--- src/rtl/ntlv_pkg.sv ---
package ntlv_pkg;

  // field widths fixed by the interface
  localparam int LEN_W      = 13;
  localparam int BYTE_W     = 8;
  localparam int STAT_W     = 2;
  localparam int AREA_RESET = 96;

  // output queue geometry: room for one worst-case item plus slack
  localparam int QDEPTH = 4;
  localparam int QPTR_W = 2;
  localparam int QCNT_W = 3;

  // TLV codes
  localparam logic [BYTE_W-1:0] TAG_NULL = 8'h00;
  localparam logic [BYTE_W-1:0] TAG_TERM = 8'hFE;
  localparam logic [BYTE_W-1:0] TAG_NDEF = 8'h03;
  localparam logic [BYTE_W-1:0] LEN_LONG = 8'hFF;

  // status codes
  localparam logic [STAT_W-1:0] STAT_FOUND = 2'd0;
  localparam logic [STAT_W-1:0] STAT_NONE  = 2'd1;
  localparam logic [STAT_W-1:0] STAT_TRUNC = 2'd2;

  // result kinds
  localparam logic KIND_BYTE   = 1'b0;
  localparam logic KIND_STATUS = 1'b1;

  typedef enum logic [6:0] {
    PH_TAG    = 7'b0000001,
    PH_LEN    = 7'b0000010,
    PH_LEN_HI = 7'b0000100,
    PH_LEN_LO = 7'b0001000,
    PH_SKIP   = 7'b0010000,
    PH_MSG    = 7'b0100000,
    PH_DONE   = 7'b1000000
  } phase_t;

  typedef struct packed {
    logic              kind;
    logic [BYTE_W-1:0] mbyte;
    logic [STAT_W-1:0] status;
    logic [LEN_W-1:0]  length;
    logic              last;
  } result_t;

  // results of one processed item, in output order
  typedef struct packed {
    logic [1:0] n;
    result_t    r0;
    result_t    r1;
  } push_t;

endpackage

--- src/rtl/ntlv_parse.sv ---
module ntlv_parse #(
  parameter int POS_W = 13
) (
  input  logic                       clk,
  input  logic                       rst,
  input  logic [POS_W-1:0]           lim,
  input  logic                       item_valid,
  output logic                       item_stall,
  input  logic [ntlv_pkg::BYTE_W-1:0] data_byte,
  input  logic                       first_of_area,
  input  logic                       room,
  output ntlv_pkg::push_t            push
);

  // input register
  logic                        r_valid;
  logic [ntlv_pkg::BYTE_W-1:0] r_byte;
  logic                        r_first;
  logic                        accept;
  logic                        go;

  // parse state
  ntlv_pkg::phase_t            phase, phase_next;
  logic [POS_W-1:0]            pos, pos_next;
  logic [ntlv_pkg::BYTE_W-1:0] tag, tag_next;
  logic [ntlv_pkg::BYTE_W-1:0] lh, lh_next;
  logic [POS_W-1:0]            vr, vr_next;
  logic [POS_W-1:0]            fl, fl_next;

  // working values
  ntlv_pkg::phase_t            ph0;
  logic [POS_W-1:0]            pos0, vr0, fl0, nxt, vr_dec;
  logic [ntlv_pkg::BYTE_W-1:0] tag0, lh0;
  logic [15:0]                 len_sel;
  logic                        over, len_go, emit_byte, emit_stat, fin;
  logic [ntlv_pkg::STAT_W-1:0] stat;
  ntlv_pkg::result_t           byte_r, stat_r;

  assign go         = r_valid && room;
  assign item_stall = r_valid && !room;
  assign accept     = item_valid && !item_stall;

  // input beat register
  always_ff @(posedge clk) begin
    if (rst) begin
      r_valid <= 1'b0;
    end else if (accept) begin
      r_valid <= 1'b1;
    end else if (go) begin
      r_valid <= 1'b0;
    end
  end

  always_ff @(posedge clk) begin
    if (accept) begin
      r_byte  <= data_byte;
      r_first <= first_of_area;
    end
  end

  // one parse step
  always_comb begin
    ph0  = r_first ? ntlv_pkg::PH_TAG : phase;
    pos0 = r_first ? '0 : pos;
    tag0 = r_first ? '0 : tag;
    lh0  = r_first ? '0 : lh;
    vr0  = r_first ? '0 : vr;
    fl0  = r_first ? '0 : fl;

    phase_next = ph0;
    pos_next   = pos0;
    tag_next   = tag0;
    lh_next    = lh0;
    vr_next    = vr0;
    fl_next    = fl0;

    nxt     = POS_W'(pos0 + 1'b1);
    vr_dec  = (vr0 != '0) ? POS_W'(vr0 - 1'b1) : vr0;
    len_sel = (ph0 == ntlv_pkg::PH_LEN_LO) ? {lh0, r_byte} : {8'h00, r_byte};
    // value must end inside the area
    over    = (17'(len_sel) + 17'(nxt)) > 17'(lim);

    len_go    = 1'b0;
    emit_byte = 1'b0;
    emit_stat = 1'b0;
    fin       = 1'b0;
    stat      = ntlv_pkg::STAT_NONE;

    if (ph0 != ntlv_pkg::PH_DONE) begin
      if (pos0 >= lim) begin
        emit_stat = 1'b1;
        fin       = 1'b1;
      end else begin
        pos_next = nxt;
        case (ph0)
          ntlv_pkg::PH_TAG: begin
            if (r_byte == ntlv_pkg::TAG_TERM) begin
              emit_stat = 1'b1;
              fin       = 1'b1;
            end else if (r_byte != ntlv_pkg::TAG_NULL) begin
              tag_next   = r_byte;
              phase_next = ntlv_pkg::PH_LEN;
            end
          end
          ntlv_pkg::PH_LEN: begin
            if (r_byte == ntlv_pkg::LEN_LONG) begin
              phase_next = ntlv_pkg::PH_LEN_HI;
            end else begin
              len_go = 1'b1;
            end
          end
          ntlv_pkg::PH_LEN_HI: begin
            lh_next    = r_byte;
            phase_next = ntlv_pkg::PH_LEN_LO;
          end
          ntlv_pkg::PH_LEN_LO: begin
            len_go = 1'b1;
          end
          ntlv_pkg::PH_SKIP: begin
            vr_next = vr_dec;
            if (vr_dec == '0) phase_next = ntlv_pkg::PH_TAG;
          end
          ntlv_pkg::PH_MSG: begin
            emit_byte = 1'b1;
            vr_next   = vr_dec;
            if (vr_dec == '0) begin
              emit_stat = 1'b1;
              stat      = ntlv_pkg::STAT_FOUND;
              fin       = 1'b1;
            end
          end
          default: begin
            phase_next = ntlv_pkg::PH_DONE;
            fin        = 1'b1;
          end
        endcase

        // length complete
        if (len_go) begin
          if (over) begin
            emit_stat = 1'b1;
            stat      = ntlv_pkg::STAT_TRUNC;
            fin       = 1'b1;
          end else if (tag0 == ntlv_pkg::TAG_NDEF) begin
            fl_next = len_sel[POS_W-1:0];
            if (len_sel == 16'd0) begin
              emit_stat = 1'b1;
              stat      = ntlv_pkg::STAT_FOUND;
              fin       = 1'b1;
            end else begin
              vr_next    = len_sel[POS_W-1:0];
              phase_next = ntlv_pkg::PH_MSG;
            end
          end else if (len_sel == 16'd0) begin
            phase_next = ntlv_pkg::PH_TAG;
          end else begin
            vr_next    = len_sel[POS_W-1:0];
            phase_next = ntlv_pkg::PH_SKIP;
          end
        end

        // area ends on this byte
        if (!fin && nxt >= lim) begin
          emit_stat = 1'b1;
          stat      = (phase_next == ntlv_pkg::PH_TAG) ? ntlv_pkg::STAT_NONE
                                                       : ntlv_pkg::STAT_TRUNC;
        end
      end
    end

    if (emit_stat) phase_next = ntlv_pkg::PH_DONE;

    byte_r.kind   = ntlv_pkg::KIND_BYTE;
    byte_r.mbyte  = r_byte;
    byte_r.status = ntlv_pkg::STAT_FOUND;
    byte_r.length = '0;
    byte_r.last   = 1'b0;

    stat_r.kind   = ntlv_pkg::KIND_STATUS;
    stat_r.mbyte  = '0;
    stat_r.status = stat;
    stat_r.length = (stat == ntlv_pkg::STAT_FOUND) ? ntlv_pkg::LEN_W'(fl_next) : '0;
    stat_r.last   = 1'b1;

    push.n  = go ? (2'(emit_byte) + 2'(emit_stat)) : 2'd0;
    push.r0 = emit_byte ? byte_r : stat_r;
    push.r1 = stat_r;
  end

  // parse state registers
  always_ff @(posedge clk) begin
    if (rst) begin
      phase <= ntlv_pkg::PH_TAG;
      pos   <= '0;
      tag   <= '0;
      lh    <= '0;
      vr    <= '0;
      fl    <= '0;
    end else if (go) begin
      phase <= phase_next;
      pos   <= pos_next;
      tag   <= tag_next;
      lh    <= lh_next;
      vr    <= vr_next;
      fl    <= fl_next;
    end
  end

  // two results only when a message byte closes the message
  a_pair_order: assert property (@(posedge clk) disable iff (rst)
    push.n == 2'd2 |-> push.r0.kind == ntlv_pkg::KIND_BYTE &&
                       push.r1.kind == ntlv_pkg::KIND_STATUS)
    else $error("result pair out of order");

  // a finished area stays silent until restarted
  a_done_quiet: assert property (@(posedge clk) disable iff (rst)
    go && phase == ntlv_pkg::PH_DONE && !r_first |-> push.n == 2'd0)
    else $error("result after final status");

  // a status result closes the area
  a_status_done: assert property (@(posedge clk) disable iff (rst)
    go && emit_stat |=> phase == ntlv_pkg::PH_DONE)
    else $error("status without closing the area");

endmodule

--- src/rtl/ntlv_outq.sv ---
module ntlv_outq (
  input  logic              clk,
  input  logic              rst,
  input  ntlv_pkg::push_t   push,
  output logic              room,
  output logic              result_valid,
  input  logic              result_stall,
  output ntlv_pkg::result_t head
);

  ntlv_pkg::result_t               mem [ntlv_pkg::QDEPTH];
  logic [ntlv_pkg::QPTR_W-1:0]     wr, rd;
  logic [ntlv_pkg::QCNT_W-1:0]     count, count_next;
  logic                            pop;

  assign result_valid = (count != '0);
  assign pop          = result_valid && !result_stall;
  assign head         = mem[rd];
  // worst case push is two beats
  assign room         = count <= ntlv_pkg::QCNT_W'(ntlv_pkg::QDEPTH - 2);
  assign count_next   = count + ntlv_pkg::QCNT_W'(push.n) - ntlv_pkg::QCNT_W'(pop);

  // pointers and fill
  always_ff @(posedge clk) begin
    if (rst) begin
      wr    <= '0;
      rd    <= '0;
      count <= '0;
    end else begin
      wr    <= wr + ntlv_pkg::QPTR_W'(push.n);
      rd    <= rd + ntlv_pkg::QPTR_W'(pop);
      count <= count_next;
    end
  end

  // storage
  always_ff @(posedge clk) begin
    if (push.n != 2'd0) mem[wr] <= push.r0;
    if (push.n == 2'd2) mem[ntlv_pkg::QPTR_W'(wr + 1'b1)] <= push.r1;
  end

  a_no_overflow: assert property (@(posedge clk) disable iff (rst)
    count <= ntlv_pkg::QCNT_W'(ntlv_pkg::QDEPTH))
    else $error("output queue overflow");

endmodule

--- src/rtl/ndef_tlv_message_extract_top.sv ---
// NDEF message TLV extractor.
// Item channel: item_valid/item_stall with data_byte and first_of_area, one
// byte of the tag data area per beat; first_of_area restarts the scan.
// Result channel: result_valid/result_stall with result_kind, message_byte,
// status, message_length and last. Message value bytes come out as kind-0
// beats, then exactly one kind-1 status beat with last set closes the area.
// Config channel: cfg_valid/cfg_ready (ready always high) writes area_length;
// write it only while no bytes are in flight.
// Path: the input register feeds a combinational parse step, whose results
// are written into a four-entry result queue. Throughput: one byte per cycle
// while the queue has room. The byte that ends a message yields two results
// and can raise item_stall when the queue is filling.
// Reset: area_length returns to 96, the parser expects a tag at position
// zero and the queue empties. A stalled receiver fills the queue, and then
// item_stall rises and holds the input register until room returns.
module ndef_tlv_message_extract_top #(
  parameter int MAX_AREA_BYTES = 4096
) (
  input  logic                         clk,
  input  logic                         rst,
  input  logic                         cfg_valid,
  output logic                         cfg_ready,
  input  logic [ntlv_pkg::LEN_W-1:0]   area_length,
  input  logic                         item_valid,
  output logic                         item_stall,
  input  logic [ntlv_pkg::BYTE_W-1:0]  data_byte,
  input  logic                         first_of_area,
  output logic                         result_valid,
  input  logic                         result_stall,
  output logic                         result_kind,
  output logic [ntlv_pkg::BYTE_W-1:0]  message_byte,
  output logic [ntlv_pkg::STAT_W-1:0]  status,
  output logic [ntlv_pkg::LEN_W-1:0]   message_length,
  output logic                         last
);

  // largest usable area: limited by the parameter and the register width
  localparam int REG_MAX = (1 << ntlv_pkg::LEN_W) - 1;
  localparam int LIM_MAX = (MAX_AREA_BYTES < REG_MAX) ? MAX_AREA_BYTES : REG_MAX;
  localparam int POS_W   = $clog2(LIM_MAX + 1);
  localparam int LIM_RST = (ntlv_pkg::AREA_RESET > LIM_MAX) ? LIM_MAX
                                                            : ntlv_pkg::AREA_RESET;

  logic [POS_W-1:0]  lim;
  logic              room;
  ntlv_pkg::push_t   push;
  ntlv_pkg::result_t head;

  assign cfg_ready = 1'b1;

  // area length register, held already clamped
  always_ff @(posedge clk) begin
    if (rst) begin
      lim <= POS_W'(LIM_RST);
    end else if (cfg_valid && cfg_ready) begin
      lim <= (area_length > ntlv_pkg::LEN_W'(LIM_MAX)) ? POS_W'(LIM_MAX)
                                                       : area_length[POS_W-1:0];
    end
  end

  ntlv_parse #(
    .POS_W(POS_W)
  ) u_parse (
    .clk          (clk),
    .rst          (rst),
    .lim          (lim),
    .item_valid   (item_valid),
    .item_stall   (item_stall),
    .data_byte    (data_byte),
    .first_of_area(first_of_area),
    .room         (room),
    .push         (push)
  );

  ntlv_outq u_outq (
    .clk         (clk),
    .rst         (rst),
    .push        (push),
    .room        (room),
    .result_valid(result_valid),
    .result_stall(result_stall),
    .head        (head)
  );

  assign result_kind    = head.kind;
  assign message_byte   = head.mbyte;
  assign status         = head.status;
  assign message_length = head.length;
  assign last           = head.last;

endmodule

--- config.mk ---
export PLATFORM = sky130hd
export DESIGN_NAME = ndef_tlv_message_extract_top
export DESIGN_NICKNAME = d
export VERILOG_FILES = /design/src/rtl/ntlv_pkg.sv /design/src/rtl/ntlv_parse.sv /design/src/rtl/ntlv_outq.sv /design/src/rtl/ndef_tlv_message_extract_top.sv
export SDC_FILE = /design/constraint.sdc
export NUM_CORES = 1
export LEC_CHECK = 0
export ABC_AREA = 1
export BUFFER_PORTS_ARGS = -buffer_cell sky130_fd_sc_hd__buf_2
export CAP_MARGIN = 40
export CORE_MARGIN = 3
export CORE_UTILIZATION = 40
export CTS_BUF_LIST = sky130_fd_sc_hd__clkbuf_16
export DETAILED_ROUTE_END_ITERATION = 7
export GPL_TIMING_DRIVEN = 0
export HOLD_SLACK_MARGIN = 0.02
export PLACE_DENSITY = 0.54
export SLEW_MARGIN = 20
export SYNTH_ARGS = -nofsm -noshare
export SYNTH_HDL_FRONTEND = slang
export SYNTH_SLANG_ARGS = --single-unit
export TNS_END_PERCENT = 50
--- constraint.sdc ---
create_clock -name clk -period 7 [get_ports clk]
set_input_delay 0 -clock clk [delete_from_list [all_inputs] [get_ports clk]]
set_output_delay 0 -clock clk [all_outputs]
set_load 0.05 [all_outputs]
# After elaboration in Yosys (flattened, before gate mapping)
# Memory sizes are Yosys's and may differ from the RTL's. A register that Yosys moved wholly into a read port is not among the register bits.
# Index checks and enable logic that the tools add are counted.
# Widths: inputs -> output; s select.
# word_totals
regBits	92
ramBits	100
input_bits	27
out_inout_bits	28
wordCells	149
mem_count	1
# op_classes
n_addsub	9
order_cmp	5
n_eq_ne	12
n_mux	89
n_reduce_logical	20
# mem_list
memory	words	word_bits	read_ports	rd_clocked_by_memory_dff	write_ports	line_no	rtl
u_outq.mem	4	25	1	1	2	ntlv_outq.sv:11	ntlv_pkg::result_t mem [ntlv_pkg::QDEPTH];
# op_table
operator	count
$mux 13	19
$mux 7	14
$mux 8	10
$pmux 7 s5	1
$mux 1	28
$ge 13x13->1	2
$mux 25	1
$mux 2	11
$add 16x13->17	1
$gt 17x13->1	1
$eq 8x8->1 const B	2
$logic_not 16->1	1
$mux 16	1
$eq 7x1->1 const B	2
$add 13x1->13 const B	1
$gt 13x13->1 const B	1
$logic_not 13->1	1
$reduce_bool 13->1	1
$sub 13x1->13 const B	1
$eq 8x2->1 const B	1
$reduce_bool 8->1	1
$eq 7x2->1 const B	1
$eq 7x3->1 const B	1
$eq 7x4->1 const B	1
other kinds (21)	31

# Longest topological paths before layout
# logic_depth
depth_word	22
mapped_depth	45
ltp_nobuf	43

# Modules after synthesis
# Synthesis repeated with hierarchy kept, for this count alone.
# unflattened
cells_unflattened	1756
area_unflattened_um2	13421.6
# modules_own_cells
mod	instances	cells_per_inst	area_each_um2	seq_area_each_um2
ntlv_parse	1	1137	7168.1	1531.5
ntlv_outq	1	545	5680.4	3143.0
ndef_tlv_message_extract_top	1	74	573.0	260.2

# Worst setup path after synthesis
# OpenSTA, ideal clock, no wires.
# synth_path
path_kind	reg2reg
startpoint	register u_parse.r_first
endpoint	memory u_outq.mem[0][14] (netlist name), data pin
setup_ns	0.261
t_arrival_ns	5.595
required_time_ns	6.739
setup_slack_ns	1.144
path_stages_with_launch	39
path_buffers	4
period_less_slack_ns	5.856
cell_sequence	edfxtp_1 buf_6 inv_8 buf_12 nand3_1 nor2_2 inv_1 nor2_1 inv_1 nor4_1 xor2_1 inv_1 ha_1 a21oi_1 inv_1 nor2_1 nand2_1 nand2_1 [3 not listed] o41ai_1 nand2_1 nor2_2 nand2_4 nand2_2 nand4_1 nand2_1 inv_1 ha_1 inv_1 nor2_1 nor2_1 nor3_1 or2_2 buf_4 o21ai_2 buf_6 nor2_1
# synth_rtl
element	line_no	rtl
start, declared	ntlv_parse.sv:18	logic r_first;
start signal, assigned	ntlv_parse.sv:57	r_first <= first_of_area;
end, declared	ntlv_outq.sv:11	

==> metrics.md <==
| Metric | Value |
|---|---|
| Status | `finished clean` |
| Async SR Flop Fraction | `0%` |
| Post-route insts no fill | `2100` |
| DR vias/cell | `5.24` |
| Mapped Area | `0.0119 sq mm` |
| Peak VDD IR | `174 uV` |
| Area grow syn2layout | `17.0%` |
| Inserted Diodes | `0` |
| Vias in the first global route | `10492` |
| Share of layout cells above drive strength 1 | `15.9%` |
| Die area | `0.0320 sq mm` |
| Mapped Cells | `1581` |
| Top cells by area, synth | `dfxtp_1, edfxtp_1, nand2_1, ha_1, a21oi_1` |
| CP peak stage delay | `0.39 ns` |
| Die Span Y | `179 um` |
| Worst-path clk slew | `0.09 ns` |
| First DRT Iteration DRCs | `843` |
| First-pass GRT wire length | `58000 um` |
| Clk_skew | `0.0189 ns` |
| CTS tree | `built` |
| Vias post-DR | `11011` |
| Leading area contributor after synthesis | `dfxtp_1` |
| Final worst-path cycle share | `93.3%` |
| Final Critical Period | `6.53 ns` |
| Max-cap violation count | `0` |
| EDFF count, synth | `69` |
| Gr usage total | `23.5%` |
| Yosys warning count | `0` |
| Final Hold Viols | `0` |
| Starting Density | `41.1%` |
| Pleak | `0.00630 uW` |
| DIE WIDTH | `179 um` |
| Most frequent cell after synthesis | `nand2_1` |
| DRT Pass-1 Iters | `5` |
| Crit path capture type | `flop` |
| Gr ovfl total | `0` |
| FMAX | `153 MHz` |
| Core area | `0.0291 sq mm` |
| Worst slew margin | `43.0%` |
| IO buf count | `51` |
| Hold WS | `0.114 ns` |
| Maximum fanout along the worst path | `24` |
| Post-synth top cells | `nand2_1, inv_1, nor2_1, a21oi_1, o21ai_0` |
| WL final | `37200 um` |
| Avg Inst Size Synth | `7.56 sq um` |
| Top cell type's share of synthesized area | `19.9%` |
| IO Pins | `55` |
| Worst Path Arrival | `6.75 ns` |
| Final net count | `1792` |
| Clock Tree Root | `clkbuf_16` |
| CTS Buf Count | `17` |
| Setup violators final | `0` |
| DP HPWL | `27000 um` |
| Netlist cell types | `55` |
| Clock Sinks | `188` |
| Placed cells | `2016` |
| Sequential fraction of the synthesis area | `37.3%` |
| Largest net degree at the start of global routing | `25` |
| Drt drc | `0` |
| Num rows | `62` |
| Clock Latency Late Sink | `0.46 ns` |
| Critical path startpoint category | `flop` |
| WP data required | `7.22 ns` |
| Initial antenna violation count | `0` |
| Syn nets | `1670` |
| Crit path top cell by count | `inv_1` |
| Yosys reg bits | `188` |
| Slowest CP cell | `edfxtp_1` |
| Antenna Nets Post-Route | `0` |
| Max Root-Sink Buffers | `2` |
| Pwr dens | `273 mW/mm^2` |
| Ys flop type | `dfxtp_1` |
| Hold Crit Class | `in2reg` |
| Gpl congestion | `0.934` |
| Crit Path Category | `reg2reg` |
| H-tree levels | `4` |
| Worst-margin pin slew | `0.847 ns` |
| WL per Instance | `17.7 um` |
| Fin. max-slew vios | `0` |
==> where the power goes <==
part / switching (uW) / total (uW) / internal, uW
clock: 513 / 996 / 483
combinational: 1100 / 1520 / 427
sequential: 75.6 / 1300 / 1230
==> sequential cells by signal (all words and copies together), names as in the netlist <==
name,flops
lim,13
u_outq.count,3
u_outq.mem,96
u_outq.rd,2
u_outq.wr,2
u_parse.fl,13
u_parse.lh,8
u_parse.phase,7
u_parse.pos,13
u_parse.r_byte,8
u_parse.r_first,1
u_parse.r_valid,1
u_parse.tag,8
u_parse.vr,13
==> worst max-delay path: cells and delay by family, from the launching register on <==
family / cells / cell delay [ns]
AOI/OAI and AO/OA: 3 / 0.46
xor gates and xnor gates: 2 / 0.38
adders and majority gates: 3 / 0.77
buffers and inverters: 14 / 1.67
DFF: 1 / 0.39
and+or+nand+nor: 21 / 2.61
==> final cells by class <==
type / instances / area [sq um]
flip-flops and latches: 188 / 4450
well taps: 384 / 480
clock inverters: 15 / 164
plain buffers: 74 / 454
clock buffers: 17 / 425
fillers: 2923 / 15100
repair buffers: 104 / 764
inverters: 204 / 773
multi-input cells: 1114 / 6460
==> layer usage <==
layer,up-vias,routed length [um],track usage (%)
met5,-,0,0
met4,0,920,6.75
met3,53,1700,3.79
met2,240,17600,40.0
met1,5173,17100,30.9
li1,5545,-,-
==> layout by cell type, fill, tap and decap left out, types with 13 or more instances in the layout <==
cell type and n:
edfxtp_1 69, nor2_4 13, nand2_1 233, a21oi_1 148, inv_1 189, nor4_1 13, nand2_4 18, o22ai_1 53
o21ai_4 14, o21ai_0 125, buf_2 55, clkbuf_16 19, nor2_1 178, xor2_1 21, nor2_2 37, buf_4 25
nand3_1 60, dfxtp_1 119, o211ai_1 13, nand4_1 16, o21ai_1 16, clkbuf_1 47, ha_1 60, dlygate4sd3_1 29
==> through the flow <==
step                      setup TNS (ns)  setup WS [ns]  area (sq um)  power [uW]  util, %
after floorplan                        0           1.14         11900        2420        -
after global placement            -65.01         -0.734         12700        2800     43.6
after detailed placement          -70.91         -0.775         12700        2810     43.6
after CTS                              0         0.0233         13700        3820     47.0
after global routing              -0.198        -0.0373         14000        4040     48.0
final                                  0          0.470         14000        3820     48.0
==> path summary, 6_finish.rpt <==
check | from | to | slack, ns | cells past startpoint
min | result_stall | u_outq.rd[0] | 0.11 | 5
min reg2reg | u_parse.pos[11] | u_parse.pos[11] | 0.46 | 2
max | u_parse.r_first | u_outq.mem[3][9] | 0.47 | 43
max reg2reg | u_parse.r_first | u_outq.mem[3][9] | 0.47 | 43
==> cell families (layout without fill, tap and decap cells) <==
logic type               count (synthesis)  after routing  synth area share (%)
XOR/XNOR                                26             26                  1.91
flip-flops                             188            188                  37.3
buffers and inverters                  279            414                  9.99
other                                    1              1                0.0314
adder cells (fa/ha/maj)                 62             62                  6.62
AO/OA/AOI/OAI                          396            396                  19.1
AND/OR/NAND/NOR                        629            629                  25.1
==> timing repair <==
action,CTS,global route
cloned,1,2
resized for setup,17,28
hold endpoints to repair,23,0
pin swaps,1,9
setup endpoints to repair,159,159
buffers inserted,2,19
hold buffers,29,0
Power figures use the tool's default switching activity.
